==> src/design/stlfw_pkg.sv <==
// Package for the serial text LCD frame writer: op codes, wire constants,
// microcode control word type and the microprogram ROM. No dependencies.
`default_nettype none

package stlfw_pkg;

  // Default text row length in bytes.
  localparam int ROW_BYTES_DEF = 16;

  // Input op codes.
  localparam logic [2:0] OP_CMD   = 3'd0;
  localparam logic [2:0] OP_DATA  = 3'd1;
  localparam logic [2:0] OP_BEGIN = 3'd2;
  localparam logic [2:0] OP_CHAR  = 3'd3;
  localparam logic [2:0] OP_REV   = 3'd4;

  // Bytes and commands seen on the serial line.
  localparam logic [7:0] SYNC_CMD     = 8'hF8;
  localparam logic [7:0] SYNC_DATA    = 8'hFA;
  localparam logic [7:0] NIBBLE_MASK  = 8'hF0;
  localparam logic [7:0] SPACE_CHAR   = 8'h20;
  localparam logic [7:0] CMD_BASIC    = 8'h30;
  localparam logic [7:0] CMD_EXTENDED = 8'h34;
  localparam logic [7:0] CMD_REVERSE  = 8'h14;
  localparam logic [4:0] POS_LIMIT    = 5'd31;

  // Byte source select of a microstep.
  localparam logic [1:0] SRC_SYNC_CMD  = 2'd0;
  localparam logic [1:0] SRC_SYNC_DATA = 2'd1;
  localparam logic [1:0] SRC_HI        = 2'd2;
  localparam logic [1:0] SRC_LO        = 2'd3;

  // Operand select of a microstep.
  localparam logic [2:0] OPND_INPUT = 3'd0;
  localparam logic [2:0] OPND_BASIC = 3'd1;
  localparam logic [2:0] OPND_POS   = 3'd2;
  localparam logic [2:0] OPND_EXT   = 3'd3;
  localparam logic [2:0] OPND_REV   = 3'd4;
  localparam logic [2:0] OPND_SPACE = 3'd5;

  // Microprogram entry points.
  localparam int UA_W = 5;
  localparam logic [UA_W-1:0] UA_CMD   = 5'd0;
  localparam logic [UA_W-1:0] UA_DATA  = 5'd3;
  localparam logic [UA_W-1:0] UA_BEGIN = 5'd6;
  localparam logic [UA_W-1:0] UA_REV   = 5'd12;
  localparam logic [UA_W-1:0] UA_CHAR  = 5'd18;
  localparam logic [UA_W-1:0] UA_PAD   = 5'd21;

  // One control word per microstep; each step emits one wire byte.
  typedef struct packed {
    logic [1:0]      src;
    logic [2:0]      opnd;
    logic            frame_end;
    logic            done;
    logic            loop;
    logic [UA_W-1:0] target;
  } ucw_t;

  function automatic ucw_t mk(input logic [1:0] src, input logic [2:0] opnd,
                              input logic fe, input logic done);
    ucw_t w;
    w.src       = src;
    w.opnd      = opnd;
    w.frame_end = fe;
    w.done      = done;
    w.loop      = 1'b0;
    w.target    = UA_CMD;
    return w;
  endfunction

  // Microprogram ROM.
  function automatic ucw_t uc_rom(input logic [UA_W-1:0] addr);
    ucw_t w;
    case (addr)
      // Raw command frame.
      5'd0:  w = mk(SRC_SYNC_CMD,  OPND_INPUT, 1'b0, 1'b0);
      5'd1:  w = mk(SRC_HI,        OPND_INPUT, 1'b0, 1'b0);
      5'd2:  w = mk(SRC_LO,        OPND_INPUT, 1'b1, 1'b1);
      // Raw data frame.
      5'd3:  w = mk(SRC_SYNC_DATA, OPND_INPUT, 1'b0, 1'b0);
      5'd4:  w = mk(SRC_HI,        OPND_INPUT, 1'b0, 1'b0);
      5'd5:  w = mk(SRC_LO,        OPND_INPUT, 1'b1, 1'b1);
      // Begin text: basic instruction set, then position.
      5'd6:  w = mk(SRC_SYNC_CMD,  OPND_BASIC, 1'b0, 1'b0);
      5'd7:  w = mk(SRC_HI,        OPND_BASIC, 1'b0, 1'b0);
      5'd8:  w = mk(SRC_LO,        OPND_BASIC, 1'b1, 1'b0);
      5'd9:  w = mk(SRC_SYNC_CMD,  OPND_POS,   1'b0, 1'b0);
      5'd10: w = mk(SRC_HI,        OPND_POS,   1'b0, 1'b0);
      5'd11: w = mk(SRC_LO,        OPND_POS,   1'b1, 1'b1);
      // Reverse row: extended instruction set, then reverse command.
      5'd12: w = mk(SRC_SYNC_CMD,  OPND_EXT,   1'b0, 1'b0);
      5'd13: w = mk(SRC_HI,        OPND_EXT,   1'b0, 1'b0);
      5'd14: w = mk(SRC_LO,        OPND_EXT,   1'b1, 1'b0);
      5'd15: w = mk(SRC_SYNC_CMD,  OPND_REV,   1'b0, 1'b0);
      5'd16: w = mk(SRC_HI,        OPND_REV,   1'b0, 1'b0);
      5'd17: w = mk(SRC_LO,        OPND_REV,   1'b1, 1'b1);
      // Text character frame.
      5'd18: w = mk(SRC_SYNC_DATA, OPND_INPUT, 1'b0, 1'b0);
      5'd19: w = mk(SRC_HI,        OPND_INPUT, 1'b0, 1'b0);
      5'd20: w = mk(SRC_LO,        OPND_INPUT, 1'b1, 1'b1);
      // Space padding loop: jumps back while positions remain.
      5'd21: w = mk(SRC_SYNC_DATA, OPND_SPACE, 1'b0, 1'b0);
      5'd22: w = mk(SRC_HI,        OPND_SPACE, 1'b0, 1'b0);
      5'd23: begin
        w        = mk(SRC_LO, OPND_SPACE, 1'b1, 1'b1);
        w.loop   = 1'b1;
        w.target = UA_PAD;
      end
      default: w = mk(SRC_SYNC_CMD, OPND_INPUT, 1'b1, 1'b1);
    endcase
    return w;
  endfunction

endpackage

`default_nettype wire

==> src/design/stlfw_byte_unit.sv <==
// Datapath of the frame writer: selects the operand of a microstep and forms
// the wire byte from it. Depends on stlfw_pkg.
`default_nettype none

module stlfw_byte_unit (
  input  wire stlfw_pkg::ucw_t cw,
  input  wire logic [7:0]      value,
  input  wire logic [1:0]      row,
  input  wire logic [2:0]      col,
  output logic      [7:0]      wire_byte
);

  logic [7:0] opnd;
  logic [7:0] row_base;

  // Position base per display row; col never carries past the low nibble.
  always_comb begin
    case (row)
      2'd0:    row_base = 8'h80;
      2'd1:    row_base = 8'h90;
      2'd2:    row_base = 8'h88;
      default: row_base = 8'h98;
    endcase
  end

  // Operand select.
  always_comb begin
    case (cw.opnd)
      stlfw_pkg::OPND_INPUT: opnd = value;
      stlfw_pkg::OPND_BASIC: opnd = stlfw_pkg::CMD_BASIC;
      stlfw_pkg::OPND_POS:   opnd = row_base + {5'd0, col};
      stlfw_pkg::OPND_EXT:   opnd = stlfw_pkg::CMD_EXTENDED;
      stlfw_pkg::OPND_REV:   opnd = stlfw_pkg::CMD_REVERSE | {6'd0, row};
      stlfw_pkg::OPND_SPACE: opnd = stlfw_pkg::SPACE_CHAR;
      default:               opnd = value;
    endcase
  end

  // Byte of the frame: sync, high nibble, or low nibble moved up.
  always_comb begin
    case (cw.src)
      stlfw_pkg::SRC_SYNC_CMD:  wire_byte = stlfw_pkg::SYNC_CMD;
      stlfw_pkg::SRC_SYNC_DATA: wire_byte = stlfw_pkg::SYNC_DATA;
      stlfw_pkg::SRC_HI:        wire_byte = opnd & stlfw_pkg::NIBBLE_MASK;
      default:                  wire_byte = {opnd[3:0], 4'd0};
    endcase
  end

endmodule

`default_nettype wire

==> src/design/serial_text_lcd_frame_writer.sv <==
// Top level of the serial text LCD frame writer: item decode, microcode
// sequencer, text row state and output register. Depends on stlfw_pkg and
// stlfw_byte_unit.
//
// Usage: each input beat carries one op (raw command, raw data, begin text
// row, text character, reverse row). The block answers with the wire bytes
// of the serial frames, one byte per output beat; out_tuser marks the third
// byte of a frame and out_tlast the final byte caused by the input beat.
// Items that cause no bytes (characters without an open row, a NUL without
// padding, unknown ops) only update the text state and are taken at once.
// A microprogram step counter walks a ROM, one step per wire byte; a frame is
// three bytes, begin text and reverse row two frames each, and space padding
// one frame per remaining position. The next item is accepted in the cycle
// the last byte enters the output register. The step register and then the
// output register lie between acceptance and the first byte on the output,
// and an output stall can hold the step between them.
// A stall on the output holds the output register and the step counter.
// Reset (synchronous, active low) empties the output, stops the sequencer
// and closes any open text row.
`default_nettype none

module serial_text_lcd_frame_writer #(
  parameter int ROW_BYTES = stlfw_pkg::ROW_BYTES_DEF
) (
  input  wire logic        clk,
  input  wire logic        rst_n,
  input  wire logic        in_tvalid,
  output logic             in_tready,
  input  wire logic [15:0] in_tdata,   // row[1:0], col[4:2], fill[5], value[13:6], zero
  input  wire logic [2:0]  in_tuser,   // op[2:0]
  output logic             out_tvalid,
  input  wire logic        out_tready,
  output logic      [7:0]  out_tdata,  // wire_byte[7:0]
  output logic             out_tuser,  // frame_end[0]
  output logic             out_tlast
);

  localparam logic [5:0] ROW_LEN = 6'(ROW_BYTES);

  // Input fields.
  logic [2:0] in_op;
  logic [1:0] in_row;
  logic [2:0] in_col;
  logic       in_fill;
  logic [7:0] in_value;

  assign in_op    = in_tuser;
  assign in_row   = in_tdata[1:0];
  assign in_col   = in_tdata[4:2];
  assign in_fill  = in_tdata[5];
  assign in_value = in_tdata[13:6];

  // Sequencer and text state registers.
  logic                       busy_r, busy_nxt;
  logic [stlfw_pkg::UA_W-1:0] step_r, step_nxt;
  logic [4:0]                 loop_cnt_r, loop_cnt_nxt;
  logic                       text_active_r, text_active_nxt;
  logic [4:0]                 pos_left_r, pos_left_nxt;
  logic                       pad_r, pad_nxt;

  // Operand registers, loaded at acceptance.
  logic [7:0] value_r;
  logic [1:0] row_r;
  logic [2:0] col_r;

  // Output register.
  logic       out_valid_r, out_valid_nxt;
  logic [7:0] out_byte_r, out_byte_nxt;
  logic       out_fe_r, out_fe_nxt;
  logic       out_last_r, out_last_nxt;

  stlfw_pkg::ucw_t cw;
  logic [7:0]      step_byte;
  logic            adv;
  logic            jump;
  logic            finish;
  logic            acc;
  logic [5:0]      span;
  logic [5:0]      row_count;
  logic [4:0]      begin_count;

  // Current control word.
  assign cw = stlfw_pkg::uc_rom(step_r);

  stlfw_byte_unit u_byte (
    .cw        (cw),
    .value     (value_r),
    .row       (row_r),
    .col       (col_r),
    .wire_byte (step_byte)
  );

  // Step control: advance when the output register can take a byte.
  assign adv       = busy_r && (!out_valid_r || out_tready);
  assign jump      = cw.loop && (loop_cnt_r != 5'd1);
  assign finish    = adv && cw.done && !jump;
  assign in_tready = !busy_r || finish;
  assign acc       = in_tvalid && in_tready;

  // Row length for a begin item, saturated to the position counter.
  always_comb begin
    span      = {2'd0, in_col, 1'b0};
    row_count = (ROW_LEN > span) ? (ROW_LEN - span) : 6'd0;
    if (row_count > {1'b0, stlfw_pkg::POS_LIMIT}) begin
      begin_count = stlfw_pkg::POS_LIMIT;
    end else begin
      begin_count = row_count[4:0];
    end
  end

  // Sequencer, decode and text state.
  always_comb begin
    busy_nxt        = busy_r;
    step_nxt        = step_r;
    loop_cnt_nxt    = loop_cnt_r;
    text_active_nxt = text_active_r;
    pos_left_nxt    = pos_left_r;
    pad_nxt         = pad_r;

    if (adv) begin
      step_nxt = jump ? cw.target : step_r + 1'b1;
      if (cw.loop) begin
        loop_cnt_nxt = loop_cnt_r - 1'b1;
      end
      if (finish) begin
        busy_nxt = 1'b0;
      end
    end

    if (acc) begin
      case (in_op)
        stlfw_pkg::OP_CMD: begin
          busy_nxt = 1'b1;
          step_nxt = stlfw_pkg::UA_CMD;
        end
        stlfw_pkg::OP_DATA: begin
          busy_nxt = 1'b1;
          step_nxt = stlfw_pkg::UA_DATA;
        end
        stlfw_pkg::OP_BEGIN: begin
          busy_nxt        = 1'b1;
          step_nxt        = stlfw_pkg::UA_BEGIN;
          pos_left_nxt    = begin_count;
          text_active_nxt = begin_count != 5'd0;
          pad_nxt         = in_fill;
        end
        stlfw_pkg::OP_CHAR: begin
          if (text_active_r) begin
            if (in_value != 8'd0) begin
              busy_nxt     = 1'b1;
              step_nxt     = stlfw_pkg::UA_CHAR;
              pos_left_nxt = pos_left_r - 1'b1;
              if (pos_left_r == 5'd1) begin
                text_active_nxt = 1'b0;
              end
            end else begin
              // NUL closes the row, padding the rest when asked to.
              if (pad_r && (pos_left_r != 5'd0)) begin
                busy_nxt     = 1'b1;
                step_nxt     = stlfw_pkg::UA_PAD;
                loop_cnt_nxt = pos_left_r;
              end
              pos_left_nxt    = 5'd0;
              text_active_nxt = 1'b0;
            end
          end
        end
        stlfw_pkg::OP_REV: begin
          busy_nxt = 1'b1;
          step_nxt = stlfw_pkg::UA_REV;
        end
        default: begin
        end
      endcase
    end
  end

  // Output register: loaded on each step, emptied when taken.
  always_comb begin
    out_valid_nxt = out_valid_r;
    out_byte_nxt  = out_byte_r;
    out_fe_nxt    = out_fe_r;
    out_last_nxt  = out_last_r;
    if (adv) begin
      out_valid_nxt = 1'b1;
      out_byte_nxt  = step_byte;
      out_fe_nxt    = cw.frame_end;
      out_last_nxt  = cw.done && !jump;
    end else if (out_tready) begin
      out_valid_nxt = 1'b0;
    end
  end

  // Control registers.
  always_ff @(posedge clk) begin
    if (!rst_n) begin
      busy_r        <= 1'b0;
      step_r        <= stlfw_pkg::UA_CMD;
      loop_cnt_r    <= 5'd0;
      text_active_r <= 1'b0;
      pos_left_r    <= 5'd0;
      pad_r         <= 1'b0;
      out_valid_r   <= 1'b0;
    end else begin
      busy_r        <= busy_nxt;
      step_r        <= step_nxt;
      loop_cnt_r    <= loop_cnt_nxt;
      text_active_r <= text_active_nxt;
      pos_left_r    <= pos_left_nxt;
      pad_r         <= pad_nxt;
      out_valid_r   <= out_valid_nxt;
    end
  end

  // Payload registers.
  always_ff @(posedge clk) begin
    out_byte_r <= out_byte_nxt;
    out_fe_r   <= out_fe_nxt;
    out_last_r <= out_last_nxt;
    if (acc) begin
      value_r <= in_value;
      row_r   <= in_row;
      col_r   <= in_col;
    end
  end

  assign out_tvalid = out_valid_r;
  assign out_tdata  = out_byte_r;
  assign out_tuser  = out_fe_r;
  assign out_tlast  = out_last_r;

endmodule

`default_nettype wire

==> config.mk <==
export PLATFORM = sky130hd
export DESIGN_NAME = serial_text_lcd_frame_writer
export DESIGN_NICKNAME = d
export VERILOG_FILES = /design/src/design/stlfw_pkg.sv /design/src/design/stlfw_byte_unit.sv /design/src/design/serial_text_lcd_frame_writer.sv
export SDC_FILE = /design/constraint.sdc
export NUM_CORES = 1
export LEC_CHECK = 0
export ABC_AREA = 1
export BUFFER_PORTS_ARGS = -buffer_cell sky130_fd_sc_hd__buf_2
export CAP_MARGIN = 20
export CORE_MARGIN = 2
export CORE_UTILIZATION = 39
export CTS_BUF_LIST = sky130_fd_sc_hd__clkbuf_4
export DETAILED_ROUTE_END_ITERATION = 8
export PLACE_DENSITY_LB_ADDON = 0.2
export SLEW_MARGIN = 20
export SYNTH_ARGS = -nofsm -noshare
export SYNTH_HDL_FRONTEND = slang
export SYNTH_SLANG_ARGS = --single-unit
==> constraint.sdc <==
create_clock -name clk -period 3 [get_ports clk]
set_input_delay 0.6 -clock clk [delete_from_list [all_inputs] [get_ports clk]]
set_output_delay 0.6 -clock clk [all_outputs]
set_load 0.01 [all_outputs]
==> results of run 1 <==
## layout make-up
type	count	area share
clock buffer	6	0.0146
tap	96	0.0388
clock inverter	2	0.00405
inverter	53	0.0643
multi-input combinational	243	0.444
timing repair buffer	33	0.0558
sequential	48	0.379
## cell usage after synthesis, drive strengths merged
library cell	n
o21ai	28
a21oi	23
dfxtp	27
clkinv	2
a32oi	1
buf	3
nand2	83
nor2	34
clkbuf	1
nor3b	1
a31oi	4
and3	2
conb	1
nand4	4
xor2	4
a221oi	1
edfxtp	21
nor3	5
ha	14
inv	51
nor4	2
o22ai	1
nand3	27
o311ai	1
a211oi	3
xnor2	1
a311oi	2
## layout by cell type, fill, tap and decap left out, types with 4 or more instances in the layout
cell type   n
o21ai_0    18
inv_2       5
xor2_1      4
a31oi_1     4
nor2_1     30
dfxtp_1    27
o21ai_2     4
nand2_1    76
clkbuf_4    6
nand2_2     4
buf_2      30
edfxtp_1   21
nand3_1    24
a21oi_1    21
nand4_1     4
inv_1      46
ha_1       14
nor3_1      4
o21ai_1     6
## cells by family after synthesis
kind of cell             count (synthesis)  synth area share
adder cells (fa/ha/maj)                 14            0.0632
flip-flops                              48             0.422
other                                    1           0.00135
AND/OR/NAND/NOR                        158             0.273
AO/OA/AOI/OAI                           64             0.141
buffers and inverters                   57            0.0839
XOR/XNOR                                 5            0.0158
## registers in the layout, indices dropped and copies added, names as in the netlist
name and flops:
out_tvalid 1, text_active_r 1, out_tlast 1, pos_left_r 5, out_tuser 1, col_r 3
loop_cnt_r 5, busy_r 1, cw 8, out_tdata 6, pad_r 1, row_r 2
value_r 8, step_r 5
## power by group through the flow
stage                     registers, mW  clock network [mW]  logic, mW
after floorplan                   0.771                   0      0.198
after global placement            0.772                   0      0.278
after detailed placement          0.772                   0      0.279
after CTS                         0.758               0.333      0.280
after global routing              0.763               0.355      0.319
final                             0.757               0.322      0.278
## worst max-delay path, stage by stage, from the launching register on
cell and delay, ns:
dfxtp_1 0.38, inv_1 0.07, ha_1 0.17, inv_1 0.05, nor2_1 0.03, nand2_1 0.13, nand2_1 0.09, nand2_1 0.08
nand2_2 0.12, nand3_4 0.13, inv_1 0.09, o311ai_0 0.13, and3_1 0.35, inv_1 0.11, ha_1 0.23, nand2_1 0.08
o21ai_1 0.07, nor3_1 0.21
## metal layers
layer	wire length (um)	share of wire	track usage	vias up
li1	-	-	-	1226
met1	2780	0.46	0.214	1035
met2	2850	0.47	0.278	50
met3	265	0.044	0.0308	10
met4	104	0.017	0.0647	0
met5	0	0	0	-
## metrics by stage
stage               instance area (um2)  setup WS (ns)
floorplan                          2780          0.627
global placement                   3040          0.230
detailed placement                 3040          0.227
CTS                                3090          0.347
global route                       3090         0.0858
finish                             3090          0.379
## worst paths after layout
| path | startpoint | endpoint | slack [ns] | cells after the start |
|---|---|---|---|---|
| min reg2reg | cw[7] | out_tuser | 0.43 | 0 |
| max | loop_cnt_r[1] | cw[9] | 0.38 | 17 |
| max reg2reg | loop_cnt_r[1] | cw[9] | 0.38 | 17 |
| min | in_tdata[1] | row_r[1] | 0.38 | 1 |
==> metrics.cfg, run 1 <==
[cts]
clk_transition_reported_paths_ns = 0.15
tritoncts = yes
insertion_delay_ns = 0.39
cts_htree_levels = 2
cts_resized = 0
clkSinkCount = 48
cts_hold_buf = 0
cts_inserted_buffers = 5
clockRootBuffer = clkbuf_4
post-cts-setup-buffers = 0
clock_tree.buffer_depth = 2

[worst_hold_path]
hp-class = primary input to flip-flop

[pwr]
netSwitchingFraction = 0.312
part_of_the_power_in_combinational_logic = 0.205
sequentialPowerShare = 0.558
p_clk_frac = 0.237
cell_internal_pwr_mw = 0.934
power.switching_mw = 0.424
power_per_cell_area_mw_per_mm2 = 439
leakagePower_nw = 1.35
worst_ir_drop_vdd_uv = 231
p_total_mw = 1.36

[synthesis]
synth_top_cell_by_area = edfxtp_1
synth.area.top_cells = edfxtp_1 (23%), dfxtp_1 (19%), nand2_1 (10%)
synthesis.yosys.warnings = 0
synthCells = 347
synthesis.area_per_instance_um2 = 7.99
number_of_distinct_standard_cells_referenced_by_the_synthesized_netlist = 39
syn-cell-area_mm2 = 0.00277
synth_seq_area_share = 0.422
top_area_cell_type_share_of_the_netlist_area = 0.227
postSynthRegisterBits = 48

[placement]
hpwl_um = 4680
port_buffers = 30
gp_congestion = 0.870
dp.cells = 473

[timing]
hold_viol_final = 0
grt_setup_unrepaired = no
final_period_minus_worst_setup_slack_ns = 2.62
finalCritPeriodShare = 0.874
timing.final.max_slew_violations = 0
hold-worst-slack_ns = 0.378
timing.final.setup_violations = 0
achievable-frequency_ghz = 0.382
setup-tns-final_ns = 0
timing.clock.skew_ns = 0.0159

[critical_path]
timing.critical_path.to_type = flip-flop
timing.critical_path.from_type = flip-flop
max_fo_critical_path = 5
cp.required_ns = 3.28
worst_ep_arrival_time_ns = 2.90
path_class = flip-flop to flip-flop

[final_layout]
insertedDiodeCount = 0
sequential_cell_area_mm2 = 0.00117
finalCoreUtilization = 0.453
multi_input_area_mm2 = 0.00137
fillCellCount = 717
areaGrowthSynthToFinish_pct = 11.6
design.final.nets = 421
final_instance_count_without_filler_cells = 481
drive_above_1_share = 0.174

[grt]
globalRoute.totalOverflow = 0
antenna_violations_before_repair = 0
grt_pass1_wl_um = 10000
maximum_number_of_pins_on_one_net_before_global_route_repair = 17
number_of_global_route_vias_before_repair = 2209
globalRouteTotalUtil = 0.166

[detailed_routing]
routed_wire_length_per_instance_um = 12.5
dr_total_vias = 2321
post-route-drc-count = 0
drt_wl_total_um = 5990
drtAntennaViolNets = 0
routed_via_density = 4.83
initialDrtViolationCount = 206
drt_first_pass_iters = 4

[die]
start_util = 0.406
die_h_um = 88.3
num_rows = 30
die_area_mm2 = 0.00780
top_level_ports = 35
die_w_um = 88.3
core_area_mm2 = 0.00683

[outcome]
status = finished clean

[job]
max_cap_viol_count = 0

Power figures use the tool's default switching activity.
==> inputs of run 2 (changes only) <==
--- a/config.mk
+++ b/config.mk
@@ -12,7 +12,7 @@
 export CORE_UTILIZATION = 39
 export CTS_BUF_LIST = sky130_fd_sc_hd__clkbuf_4
 export DETAILED_ROUTE_END_ITERATION = 8
-export PLACE_DENSITY_LB_ADDON = 0.2
+export PLACE_DENSITY = 0.61
 export SLEW_MARGIN = 20
 export SYNTH_ARGS = -nofsm -noshare
 export SYNTH_HDL_FRONTEND = slang
==> run 2 against run 1 <==
Against the previous run:
- cell area is 0.85% higher
- sequential share of layout area is 0.32 points lower
- sequential power hardly changed
- count of clock-buffer cells in the layout is 1 lower
- worst hold slack better by 0.023 ns
- setup slack worse by 0.016 ns
- die area stayed put
- clock power is 23% higher
- non-clock buffer count stayed put
- critical endpoint unchanged
- highest routed layer unchanged
==> metrics.cfg, run 2 (synthesis gave the netlist of run 1 again) <==
[outcome]
status = finished clean

[placement]
hpwl_um = 4600
gp_congestion = 0.883
port_buffers = 30

[detailed_routing]
drt_wl_total_um = 5800
routed_via_density = 4.85
dr_total_vias = 2335
post-route-drc-count = 0
initialDrtViolationCount = 146
drt_first_pass_iters = 4
routed_wire_length_per_instance_um = 12.1
drtAntennaViolNets = 0

[grt]
grt_use_met2 = 0.256
maximum_number_of_pins_on_one_net_before_global_route_repair = 17
number_of_global_route_vias_before_repair = 2065
grt_pass1_wl_um = 9560
use_met3 = 0.0420
busiest_layer = met2
grt.met1_usage = 0.215
globalRouteTotalUtil = 0.157
antenna_violations_before_repair = 0
globalRoute.totalOverflow = 0

[cts]
insertion_delay_ns = 0.37
cts_hold_buf = 0
tritoncts = yes
clk_transition_reported_paths_ns = 0.15
clkSinkCount = 48
post-cts-setup-buffers = 0
cts_resized = 0
clock_tree.buffer_depth = 2
cts_htree_levels = 2
clockRootBuffer = clkbuf_4
cts_inserted_buffers = 5

[timing]
timing.final.setup_violations = 0
achievable-frequency_ghz = 0.379
timing.final.max_slew_violations = 0
maxSlewHeadroom = 0.648
timing.clock.skew_ns = 0.0118
hold-worst-slack_ns = 0.401
worst_slew_pin_slew_ns = 0.523
final_period_minus_worst_setup_slack_ns = 2.64
setup-tns-final_ns = 0
grt_setup_unrepaired = no
hold_viol_final = 0
finalCritPeriodShare = 0.879

[die]
die_h_um = 88.3
num_rows = 30
core_area_mm2 = 0.00683
die_area_mm2 = 0.00780
top_level_ports = 35
start_util = 0.406
die_w_um = 88.3

[final_layout]
layout_commonest_cell = nand2_1
finalCoreUtilization = 0.457
insertedDiodeCount = 0
multi_input_area_mm2 = 0.00137
design.final.nets = 421
areaGrowthSynthToFinish_pct = 12.5
drive_above_1_share = 0.177
mostFrequentLayoutCells = nand2_1 (76), inv_1 (46), nor2_1 (30), buf_2 (30), dfxtp_1 (27)
sequential_cell_area_mm2 = 0.00117
fillCellCount = 705

[pwr]
leakagePower_nw = 1.36
power_per_cell_area_mw_per_mm2 = 459
worst_ir_drop_vdd_uv = 168

[critical_path]
worst_ep_arrival_time_ns = 2.90
path_class = flip-flop to flip-flop
timing.critical_path.to_type = flip-flop
max_fo_critical_path = 5
cp.required_ns = 3.27
timing.critical_path.from_type = flip-flop

[worst_hold_path]
hp-class = primary input to flip-flop

[job]
max_cap_viol_count = 0

## run 2: per-stage QoR
stage | cell area (um2) | setup slack, ns | power, mW | std cells
2_1_floorplan | 2780 | 0.627 | 0.969 | 348
3_3_place_gp | 3040 | 0.273 | 1.05 | 473
3_5_place_dp | 3040 | 0.213 | 1.05 | 473
4_1_cts | 3120 | 0.331 | 1.44 | 481
5_1_grt | 3120 | 0.105 | 1.52 | 481
6_report | 3120 | 0.364 | 1.43 | 481
## run 2: worst paths after layout
| check | endpoint | depth (start not counted) | start | slack, ns |
|---|---|---|---|---|
| worst max-delay path | cw[9] | 17 | loop_cnt_r[1] | 0.36 |
| worst min-delay path | row_r[1] | 1 | in_tdata[1] | 0.40 |
| worst max register to register | cw[9] | 17 | loop_cnt_r[1] | 0.36 |
| worst min register to register | out_tuser | 0 | cw[7] | 0.43 |
## run 2: final cells by class
class,count,area share
inverter,53,0.0638
clock buffer,5,0.0120
sequential,48,0.375
tap,96,0.0385
multi-input combinational,243,0.440
clock inverter,3,0.0148
timing repair buffer,33,0.0554
## run 2: routing by layer
metal / share of wire / up-vias / wire length [um]
li1: - / 1219 / -
met1: 0.47 / 1064 / 2750
met2: 0.47 / 46 / 2740
met3: 0.047 / 6 / 272
met4: 0.0071 / 0 / 41
met5: 0 / - / 0
## run 2: critical path: stages (launching register included)
cell	delay (ns)
dfxtp_1	0.38
inv_1	0.07
ha_1	0.17
inv_1	0.05
nor2_1	0.03
nand2_1	0.12
nand2_1	0.08
nand2_1	0.08
nand2_2	0.12
nand3_4	0.13
inv_1	0.07
o311ai_0	0.12
and3_1	0.37
inv_1	0.12
ha_1	0.23
nand2_1	0.08
o21ai_1	0.07
nor3_1	0.23
## run 2: power by group
part	switching, mW	internal [mW]
Combinational	0.180	0.0994
Clock	0.217	0.178
Sequential	0.0227	0.734
